<file path="src/rtl/core/skt_pkg.sv">
// Package for the sorted key table: table depth, field widths, operation and
// status codes, the command and result item types, and the cell control bus.
// No dependencies.
`default_nettype none

package skt_pkg;

    // Table geometry and field widths.
    localparam int TABLE_DEPTH = 16;
    localparam int KEY_W       = 32;
    localparam int POS_W       = 4;
    localparam int CNT_W       = 5;

    typedef logic signed [KEY_W-1:0] key_t;

    // The most negative key is reserved and never stored.
    localparam key_t KEY_INVALID = {1'b1, {(KEY_W-1){1'b0}}};

    // Operation codes. The reserved code decodes as a read.
    localparam logic [1:0] OP_INSERT = 2'd0;
    localparam logic [1:0] OP_DELETE = 2'd1;
    localparam logic [1:0] OP_READ   = 2'd2;
    localparam logic [1:0] OP_RSVD   = 2'd3;

    typedef enum logic [2:0] {
        ST_INSERTED  = 3'd0,
        ST_DELETED   = 3'd1,
        ST_NOT_FOUND = 3'd2,
        ST_INVALID   = 3'd3,
        ST_FULL      = 3'd4,
        ST_READ_OK   = 3'd5,
        ST_RANGE     = 3'd6
    } status_t;

    // One command item.
    typedef struct packed {
        logic [1:0]       op;
        key_t             key;
        logic [POS_W-1:0] position;
    } cmd_t;

    // One result item.
    typedef struct packed {
        status_t          status;
        key_t             read_key;
        logic [CNT_W-1:0] count;
    } result_t;

    // Broadcast from the controller to every cell.
    typedef struct packed {
        logic ins_go;
        logic del_go;
        key_t key;
    } cell_ctl_t;

endpackage

`default_nettype wire

</file>
<file path="src/rtl/core/skt_cell.sv">
// One cell of the sorted key table: holds a single key, compares it with the
// broadcast key and shifts toward either neighbor on insert or delete.
// Depends on skt_pkg.
`default_nettype none

module skt_cell
    import skt_pkg::*;
(
    input  wire logic      clk,
    input  wire cell_ctl_t ctl,
    input  wire logic      valid,
    input  wire key_t      left_key,
    input  wire logic      left_open,
    input  wire key_t      right_key,
    output key_t           key_q,
    output logic           open,
    output logic           match
);

    key_t key_reg;
    key_t key_next;
    logic at_or_above;

    // The insert point is open here when this cell is empty or holds a larger key.
    assign open        = !valid || ($signed(ctl.key) < $signed(key_reg));
    assign match       = valid && (key_reg == ctl.key);
    assign at_or_above = valid && ($signed(key_reg) >= $signed(ctl.key));
    assign key_q       = key_reg;

    // An insert takes the left key past the insert point and the new key at it;
    // a delete pulls the right key into every cell from the first equal key on.
    always_comb
    begin
        key_next = key_reg;
        if (ctl.ins_go)
        begin
            if (left_open)
            begin
                key_next = left_key;
            end
            else if (open)
            begin
                key_next = ctl.key;
            end
        end
        else if (ctl.del_go && at_or_above)
        begin
            key_next = right_key;
        end
    end

    // Key storage carries no reset; cells past the count are never read.
    always_ff @(posedge clk)
    begin
        key_reg <= key_next;
    end

endmodule

`default_nettype wire

</file>
<file path="src/rtl/core/sorted_key_table.sv">
// Top level of the sorted key table: a row of key cells, the count register,
// the command decoder and the result register.
// Depends on skt_pkg and skt_cell.
//
//   Channel  Handshake          Payload   Direction
//   -------  -----------------  --------  ---------
//   command  start / busy       cmd       in
//   result   done (one cycle)   result    out
//
// Every item finishes in the cycle it is accepted: all cells compare and shift
// in parallel, so one item per clock is sustained and busy stays low.
// The result is registered and appears in the cycle after acceptance, marked by done for one cycle.
// Reset clears the count; the cell keys are not reset and are never read
// beyond the count. The receiver cannot stall the result.
`default_nettype none

module sorted_key_table
    import skt_pkg::*;
(
    input  wire logic clk,
    input  wire logic rst_n,
    input  wire logic start,
    output logic      busy,
    input  wire cmd_t cmd,
    output logic      done,
    output result_t   result
);

    logic [CNT_W-1:0]       count_reg;
    logic [CNT_W-1:0]       count_next;
    logic                   done_reg;
    result_t                result_reg;
    result_t                result_next;

    cell_ctl_t              ctl;
    key_t                   keys [TABLE_DEPTH];
    logic [TABLE_DEPTH-1:0] valid_vec;
    logic [TABLE_DEPTH-1:0] open_vec;
    logic [TABLE_DEPTH-1:0] match_vec;
    logic                   key_ok;
    logic                   full;
    logic                   found;
    logic                   in_range;

    assign busy = 1'b0;

    // Row of cells; the first sees a closed left neighbor and the last its own key on the right.
    for (genvar i = 0; i < TABLE_DEPTH; i++)
    begin : g_cell
        key_t left_key;
        logic left_open;
        key_t right_key;

        assign valid_vec[i] = count_reg > CNT_W'(i);

        if (i == 0)
        begin : g_first
            assign left_key  = '0;
            assign left_open = 1'b0;
        end
        else
        begin : g_inner
            assign left_key  = keys[i-1];
            assign left_open = open_vec[i-1];
        end

        if (i == TABLE_DEPTH - 1)
        begin : g_last
            assign right_key = keys[i];
        end
        else
        begin : g_notlast
            assign right_key = keys[i+1];
        end

        skt_cell u_cell (
            .clk       (clk),
            .ctl       (ctl),
            .valid     (valid_vec[i]),
            .left_key  (left_key),
            .left_open (left_open),
            .right_key (right_key),
            .key_q     (keys[i]),
            .open      (open_vec[i]),
            .match     (match_vec[i])
        );
    end

    assign key_ok   = cmd.key != KEY_INVALID;
    assign full     = count_reg == CNT_W'(TABLE_DEPTH);
    assign found    = |match_vec;
    assign in_range = {1'b0, cmd.position} < count_reg;

    // Command decode: drive the cells, the next count and the result item.
    always_comb
    begin
        ctl.ins_go           = 1'b0;
        ctl.del_go           = 1'b0;
        ctl.key              = cmd.key;
        count_next           = count_reg;
        result_next.status   = ST_READ_OK;
        result_next.read_key = '0;
        unique case (cmd.op) inside
            OP_INSERT:
            begin
                if (!key_ok)
                begin
                    result_next.status = ST_INVALID;
                end
                else if (full)
                begin
                    result_next.status = ST_FULL;
                end
                else
                begin
                    result_next.status = ST_INSERTED;
                    ctl.ins_go         = start;
                    count_next         = count_reg + 1'b1;
                end
            end
            OP_DELETE:
            begin
                if (!key_ok)
                begin
                    result_next.status = ST_INVALID;
                end
                else if (found)
                begin
                    result_next.status = ST_DELETED;
                    ctl.del_go         = start;
                    count_next         = count_reg - 1'b1;
                end
                else
                begin
                    result_next.status = ST_NOT_FOUND;
                end
            end
            OP_READ, OP_RSVD:
            begin
                if (in_range)
                begin
                    result_next.status   = ST_READ_OK;
                    result_next.read_key = keys[cmd.position];
                end
                else
                begin
                    result_next.status = ST_RANGE;
                end
            end
            default:
            begin
                result_next.status = ST_RANGE;
            end
        endcase
        result_next.count = count_next;
    end

    // Control state: count and the result strobe.
    always_ff @(posedge clk or negedge rst_n)
    begin
        if (!rst_n)
        begin
            count_reg <= '0;
            done_reg  <= 1'b0;
        end
        else
        begin
            done_reg <= start;
            if (start)
            begin
                count_reg <= count_next;
            end
        end
    end

    // Result payload register.
    always_ff @(posedge clk)
    begin
        if (start)
        begin
            result_reg <= result_next;
        end
    end

    assign done   = done_reg;
    assign result = result_reg;

    // Every accepted item yields exactly one result in the next cycle.
    a_done_follows: assert property (@(posedge clk) disable iff (!rst_n)
        (start && !busy) |=> done)
        else $error("accepted item produced no result");

    a_no_spurious: assert property (@(posedge clk) disable iff (!rst_n)
        !start |=> !done)
        else $error("result without an accepted item");

    // A successful insert grows the count by one.
    a_insert_count: assert property (@(posedge clk) disable iff (!rst_n)
        (done && result.status == ST_INSERTED) |-> count_reg == $past(count_reg) + 1'b1)
        else $error("insert did not grow the count");

    // The read key is zero on every status but a good read.
    a_read_key_zero: assert property (@(posedge clk) disable iff (!rst_n)
        (done && result.status != ST_READ_OK) |-> result.read_key == '0)
        else $error("read key not zero on a non-read result");

    // The count never passes the table depth.
    a_count_bound: assert property (@(posedge clk) disable iff (!rst_n)
        count_reg <= CNT_W'(TABLE_DEPTH))
        else $error("count above table depth");

endmodule

`default_nettype wire

</file>
<file path="config.mk">
export PLATFORM = sky130hd
export DESIGN_NAME = sorted_key_table
export DESIGN_NICKNAME = d
export VERILOG_FILES = /design/src/rtl/core/skt_pkg.sv /design/src/rtl/core/skt_cell.sv /design/src/rtl/core/sorted_key_table.sv
export SDC_FILE = /design/constraint.sdc
export NUM_CORES = 2
export LEC_CHECK = 0
export BUFFER_PORTS_ARGS = -buffer_cell sky130_fd_sc_hd__buf_2
export CELL_PAD_IN_SITES_DETAIL_PLACEMENT = 1
export CELL_PAD_IN_SITES_GLOBAL_PLACEMENT = 2
export CORE_ASPECT_RATIO = 2
export CORE_MARGIN = 5
export CORE_UTILIZATION = 43
export DETAILED_ROUTE_END_ITERATION = 10
export GPL_TIMING_DRIVEN = 1
export PLACE_DENSITY = 0.81
export SYNTH_ARGS = -nofsm -noshare
export SYNTH_HDL_FRONTEND = slang
export SYNTH_SLANG_ARGS = --single-unit
export TNS_END_PERCENT = 100
</file>
<file path="constraint.sdc">
create_clock -name clk -period 6.25 [get_ports clk]
set_clock_uncertainty 0.05 [all_clocks]
set_input_delay 0 -clock clk [delete_from_list [all_inputs] [get_ports clk]]
set_output_delay 0 -clock clk [all_outputs]
set_load 0.005 [all_outputs]
</file>
Word level (Yosys, flattened, before mapping). Index checks and enable logic that the tools add are counted.

Order comparisons: 49. Multiplexer cells: 81. Reductions and logical operators: 114. Equal/unequal tests: 36. Bitwise gates (word level): 1. $add $sub $neg: 2.

Operators with widths (number): 32-bit 2-to-1 mux (63); 32-bit equality test (16); 32-bit less-than comparator (16); 32-bit greater-or-equal comparator (15); 32-bit binary-select mux with 4-bit select (1); 1-bit logical AND (46); 3-bit by 1-bit inequality test with 1-bit output (second input constant) (14); 5-bit by 4-bit greater-than comparator with 1-bit output (second input constant) (8); 2-bit AND reduction (17); 32-bit inequality test (second input constant) (1); 2-bit nonzero test (16); 5-bit by 3-bit greater-than comparator with 1-bit output (second input constant) (4); 5-bit 2-to-1 mux (4); 1-bit zero test (16); 1-bit logical OR (16); 16-bit OR reduction (1); 5-bit by 1-bit greater-than comparator with 1-bit output (second input constant) (2); 5-bit by 2-bit greater-than comparator with 1-bit output (second input constant) (2); 5-bit case mux with 2 select lines (1); 3-bit case mux with 3 select lines (1); 1-bit 2-to-1 mux (6); 2-bit 2-to-1 mux (3); 3-bit 2-to-1 mux (2); 5-bit by 1-bit adder with 5-bit output (second input constant) (1); 10 further kinds (11).

Flip-flop bits (word level): 558. Logic and storage cells: 304. Output and inout bits: 42. Input port bits: 41.

Depth between registers and ports, before layout.
Depth in word-level cells: 9. Gate-level depth with buffers: 13. Depth with buffers taken out: 11.

Cells and area by module. From an unflattened synthesis, not the netlist that was laid out.

Cell total of the unflattened synthesis: 4587. Area, all modules: 45747.6 sq um.

Modules (own cells, without submodules): skt_cell (seq. area each 960.9 sq um, cells an instance 261, instances 16, area each 2468.6 sq um); sorted_key_table (seq. area each 1351.3 sq um, cells an instance 411, instances 1, area each 6249.7 sq um).

Worst setup path before layout. OpenSTA, ideal clock, no wires.

Path kind: flip-flop to flip-flop. Start point: register g_cell[13].u_cell.key_reg[31]. End point: register g_cell[6].u_cell.key_reg[0], enable pin. Data required time: 5.730 ns. Clock period less this slack: 5.094 ns. Setup time: 0.470 ns. Path slack: 1.156 ns. Path buffers: 2. Stages on the path, launching flop included: 12. Data arrival time: 4.574 ns. Cells stage by stage: edfxtp_1 -> inv_1 -> ha_1 -> nand4_1 -> nor4_1 -> nand3_1 -> o22ai_1 -> nor3_2 -> buf_6 -> a211o_1 -> buf_6 -> o31ai_1.

Longest elaborated chain between the ends: 9.

Ends and longest elaborated chain: from (decl) (line skt_cell.sv:20) `key_t key_reg;`; from (signal assigned) (line skt_cell.sv:55) `key_reg <= key_next;`; 32-bit equality test (line skt_cell.sv:26) `assign match = valid && (key_reg == ctl.key);`; 1-bit logical AND (line skt_cell.sv:26); 16-bit OR reduction (line sorted_key_table.sv:91) `assign found = |match_vec;`; 1-bit 2-to-1 mux (line sorted_key_table.sv:127) `else if (found)`; 1-bit 2-to-1 mux (line sorted_key_table.sv:123) `if (!key_ok)`; 1-bit 2-to-1 mux (line sorted_key_table.sv:103) `unique case (cmd.op) inside`; 1-bit logical AND (line skt_cell.sv:46) `else if (ctl.del_go && at_or_above)`; 2-bit nonzero test (no line); 2-bit AND reduction (no line); to (signal assigned) (line skt_cell.sv:55); to (decl) (line skt_cell.sv:20).

Every way passes these cells. A chain may end at the register's enable or synchronous reset.

Worst setup path after layout.
Start point: register count_reg[2]. End point: register g_cell[14].u_cell.key_reg[24], enable pin.

Longest elaborated chain between the ends: 9. Elaborated cells on any way between the ends: 49. Those cells by class: 16 x order compare; 2 x eq/ne; 6 x mux; 25 x reduce/logical.

Ends and longest elaborated chain: from (decl) (line sorted_key_table.sv:29) `logic [CNT_W-1:0] count_reg;`; from (signal assigned) (line sorted_key_table.sv:171) `count_reg <= count_next;`; 5-bit by 1-bit greater-than comparator with 1-bit output (tied with other cells) (line sorted_key_table.sv:54) `assign valid_vec[i] = count_reg > CNT_W'(i);`; 1-bit logical AND (line skt_cell.sv:26); 16-bit OR reduction (line sorted_key_table.sv:91); 1-bit 2-to-1 mux (line sorted_key_table.sv:127); 1-bit 2-to-1 mux (line sorted_key_table.sv:123); 1-bit 2-to-1 mux (line sorted_key_table.sv:103); 1-bit logical AND (line skt_cell.sv:46); 2-bit nonzero test (no line); 2-bit AND reduction (no line) (*); to (signal assigned) (line skt_cell.sv:55); to (decl) (line skt_cell.sv:20).

Every way passes the cells marked *; elsewhere a longest branch is shown, timed or not.

==> impl_metrics.prom <==
# TYPE chip_impl_metric gauge
chip_impl_info{name="tritoncts",value="built"} 1
chip_impl_metric{name="yosys_warnings",unit=""} 0
chip_impl_metric{name="synth_largest_type_area_fraction",unit="%"} 36.94
chip_impl_metric{name="finalCritPeriodShare",unit="%"} 85.68
chip_impl_metric{name="crit_buf_inv",unit=""} 2
chip_impl_metric{name="dieWidth",unit="µm"} 238.4
chip_impl_info{name="critical_path.startpoint_type",value="flop"} 1
chip_impl_info{name="clock-root-buffer",value="sky130_fd_sc_hd__clkbuf_16"} 1
chip_impl_metric{name="synth.ff_latch_count",unit=""} 558
chip_impl_metric{name="grt_first_pass_wirelength",unit="µm"} 303900
chip_impl_info{name="dominantRegCellSynth",value="sky130_fd_sc_hd__edfxtp_1"} 1
chip_impl_metric{name="total_core_area",unit="µm²"} 103600
chip_impl_metric{name="grt_remaining_overflow",unit=""} 0
chip_impl_metric{name="ys_seq_area_share",unit="%"} 37.27
chip_impl_metric{name="vias",unit=""} 39595
chip_impl_info{name="rsz_0062_raised_after_global_routing",value="false"} 1
chip_impl_metric{name="share_clk_of_total_power",unit="%"} 27.9
chip_impl_metric{name="netlist_instances",unit=""} 4325
chip_impl_metric{name="setup-violations-final",unit=""} 0
chip_impl_metric{name="total_chip_power",unit="mW"} 13.74
chip_impl_metric{name="die_area",unit="µm²"} 111300
chip_impl_metric{name="grt_util_all_layers",unit="%"} 38.32
chip_impl_metric{name="tritoncts.num_buffers",unit=""} 58
chip_impl_metric{name="finalMaxSlewViolations",unit=""} 3
chip_impl_metric{name="power_frac_comb",unit="%"} 37.6
chip_impl_metric{name="maximum_number_of_pins_on_one_net_before_global_route_repair",unit=""} 146
chip_impl_metric{name="globalplace.congestion",unit=""} 1.013
chip_impl_metric{name="fp-row-count",unit=""} 167
chip_impl_metric{name="yosys.cell_types.count",unit=""} 87
chip_impl_metric{name="grt_antenna_before_repair",unit=""} 12
chip_impl_info{name="final_cell_mix",value="sky130_fd_sc_hd__edfxtp_1 (552), sky130_fd_sc_hd__inv_1 (537), sky130_fd_sc_hd__ha_1 (521)"} 1
chip_impl_metric{name="drc_errors",unit=""} 0
chip_impl_metric{name="dp.cells",unit=""} 5565
chip_impl_info{name="crit_family",value="simple AND/OR/NAND/NOR gates"} 1
chip_impl_metric{name="dp_hpwl",unit="µm"} 158500
chip_impl_metric{name="port-buffer-count",unit=""} 81
chip_impl_metric{name="postSynthAreaPerCell",unit="µm²"} 10.38
chip_impl_metric{name="worst-endpoint-arrival",unit="ns"} 5.72
chip_impl_info{name="endpoint_kind",value="flop"} 1
chip_impl_metric{name="timing.critical_path.slowest_cell_delay",unit="ns"} 1.07
chip_impl_metric{name="place_area",unit="µm²"} 46600
chip_impl_metric{name="detail_route.wl_per_cell",unit="µm"} 38.67
chip_impl_metric{name="worst_slew_margin_rel",unit="%"} -6.561
chip_impl_metric{name="area_growth",unit="%"} 8.632
chip_impl_metric{name="cts.hold.buffers_added",unit=""} 17
chip_impl_info{name="worst_hold_path_type",value="in -> reg"} 1
chip_impl_metric{name="floorplan.io_pins",unit=""} 83
chip_impl_metric{name="drt.antenna.violating_nets",unit=""} 0
chip_impl_metric{name="dp_worst_setup_slack",unit="ns"} 1.101
chip_impl_metric{name="number_of_drc_markers_in_iteration_0",unit=""} 4206
chip_impl_metric{name="post_route_cells_drive_above_1_share",unit="%"} 13.35
chip_impl_metric{name="post_drt_via_cell_ratio",unit=""} 6.944
chip_impl_metric{name="num-nets-final",unit=""} 4852
chip_impl_metric{name="worst-slew-pin-transition",unit="ns"} 1.584
chip_impl_info{name="most_common_cell_after_layout_fill_and_taps_aside",value="sky130_fd_sc_hd__edfxtp_1"} 1
chip_impl_info{name="worstSetupPathType",value="reg -> reg"} 1
chip_impl_metric{name="internal_power",unit="mW"} 7.993
chip_impl_metric{name="design_area",unit="µm²"} 48750
chip_impl_metric{name="mappedNetlistArea",unit="µm²"} 44870
chip_impl_metric{name="drt-pass1-iter-count",unit=""} 5
chip_impl_metric{name="clock_insertion_delay_worst_skew",unit="ns"} 0.71
chip_impl_metric{name="floorplan.initialDensity",unit="%"} 43.30
chip_impl_metric{name="postSynthNetCount",unit=""} 4887
chip_impl_metric{name="totalWireLength",unit="µm"} 220500
chip_impl_metric{name="largest_reg_flops",unit=""} 512
chip_impl_metric{name="seq_power_share",unit="%"} 34.5
chip_impl_metric{name="drv.max_cap_violation_count",unit=""} 1
chip_impl_metric{name="synth-edff-count",unit=""} 552
chip_impl_metric{name="switchingPower",unit="mW"} 5.746
chip_impl_info{name="violations",value="capacitance limit, slew limit"} 1
chip_impl_info{name="path_common_cell",value="sky130_fd_sc_hd__a211o_1"} 1
chip_impl_info{name="synth_top_cells_by_area",value="sky130_fd_sc_hd__edfxtp_1 (37%), sky130_fd_sc_hd__ha_1 (15%), sky130_fd_sc_hd__mux4_2 (8.0%)"} 1
chip_impl_metric{name="clkTransAtPathRegs",unit="ns"} 0.07
chip_impl_info{name="synth_top_cell_by_area",value="sky130_fd_sc_hd__edfxtp_1"} 1
chip_impl_metric{name="maximum_clock_frequency",unit="MHz"} 186.7
chip_impl_metric{name="vdd_drop_max",unit="mV"} 0.2329
chip_impl_metric{name="post-route-worst-setup-slack",unit="ns"} 0.8949
chip_impl_metric{name="cts_num_sinks",unit=""} 558
chip_impl_metric{name="postSynth.asyncResetShare",unit="%"} 1.075
chip_impl_metric{name="number_of_standard_cells_in_the_layout_taps_in_and_fillers_out",unit=""} 5702
chip_impl_metric{name="cts_resized",unit=""} 0
chip_impl_info{name="chain_of_cells_forming_the_critical_path",value="inv_1, nor3_1, ha_1, nor4b_1, nand4_1, a21oi_1, nor4_2, a211o_1, a211o_1, nand2_2, buf_4"} 1
chip_impl_metric{name="power_switching_share",unit="%"} 41.82
chip_impl_metric{name="via_count_of_the_first_global_routing_pass",unit=""} 40998
chip_impl_metric{name="htree_levels",unit=""} 2
chip_impl_metric{name="dieHeight",unit="µm"} 466.9
chip_impl_metric{name="timing.setup.tns",unit="ns"} 0
chip_impl_metric{name="cp.required",unit="ns"} 6.62
chip_impl_metric{name="min_period",unit="ns"} 5.355
chip_impl_info{name="timing.critical_path.slowest_stage_cell",value="sky130_fd_sc_hd__nor4_2"} 1
chip_impl_metric{name="final_hold_viol_count",unit=""} 0
chip_impl_metric{name="clock_tree_buffer_depth",unit=""} 3
chip_impl_metric{name="leakagePower",unit="nW"} 19.99
chip_impl_metric{name="powerDensity",unit="nW/µm²"} 281.8
chip_impl_info{name="outcome",value="finished, violations left"} 1
chip_impl_metric{name="cts_post_setup_buffers_inserted",unit=""} 0
chip_impl_metric{name="critPathMaxFanout",unit=""} 17
[final timing paths]
kind	start	to	cells after the start	slack, ns
max in group asynchronous	rst_n	count_reg[0]	3	5.64
max	count_reg[2]	g_cell[14].u_cell.key_q[24]	11	0.89
max reg2reg	count_reg[2]	g_cell[14].u_cell.key_q[24]	11	0.89
min	cmd[27]	g_cell[12].u_cell.key_q[23]	3	0.02
min in group asynchronous	rst_n	count_reg[3]	3	0.21
min reg2reg	g_cell[5].u_cell.key_q[11]	g_cell[6].u_cell.key_q[11]	2	0.56
[logic make-up after synthesis]
family | synth area share (%)
AOI/OAI and AO/OA | 17.26
xor gates and xnor gates | 0.1366
adders and majority gates | 14.53
buffers and inverters | 8.030
DFF | 37.27
muxes | 11.66
other | 0.008357
and+or+nand+nor | 11.10
[area by class of cell]
cell class / instances / area (µm²)
clock inverter: 44 / 449.2
sequential: 558 / 16730
antenna: 12 / 30.03
inverter: 537 / 2016
multi-input combinational: 2936 / 24810
timing repair buffer: 199 / 1528
tap: 1352 / 1692
fill: 11478 / 54890
clock buffer: 64 / 1495
[worst min-delay path, cell delays in order]
cell	delay [ns]
sky130_fd_sc_hd__buf_2	0.31
sky130_fd_sc_hd__o21ai_0	0.16
sky130_fd_sc_hd__a31oi_1	0.11
[layer usage]
| metal | vias to the layer above | share of wire (%) | track usage, % | wire [µm] |
|---|---|---|---|---|
| met5 | - | 0.013 | 0 | 29 |
| li1 | 16528 | - | - | - |
| met1 | 20125 | 32 | 37.48 | 69570 |
| met4 | 4 | 14 | 39.76 | 29830 |
| met2 | 2014 | 49 | 66.51 | 108700 |
| met3 | 924 | 5.6 | 5.321 | 12340 |
[power by group through the flow]
stage / logic, mW / clock network [mW] / registers [mW]
floorplan: 2.98 / 0 / 4.67
global placement: 4.88 / 0 / 4.81
detailed placement: 4.97 / 0 / 4.82
CTS: 5.00 / 3.85 / 4.74
global route: 5.27 / 3.98 / 4.76
finish: 5.16 / 3.83 / 4.74
[through the flow]
stage	hold WS (ns)	util [%]
final	0.02039	47.04
after global routing	0.02917	47.01
after CTS	0.0002497	47.01
after detailed placement	-0.2057	44.97
after global placement	-0.2088	44.97
after floorplan	-0.3456	-
[synthesized netlist by cell type (all sizes together), types with 32 or more instances]
cell	count
clkbuf	119
a22oi	32
buf	175
edfxtp	552
a21oi	328
a21o	140
mux2	36
o21ai	204
a31oi	73
nand2	125
nor2	208
nand4	117
o221ai	256
nor2b	53
nand3	338
mux2i	111
nor4	35
inv	537
ha	521
mux4	160
No activity file was read; power rests on OpenSTA's default activity.
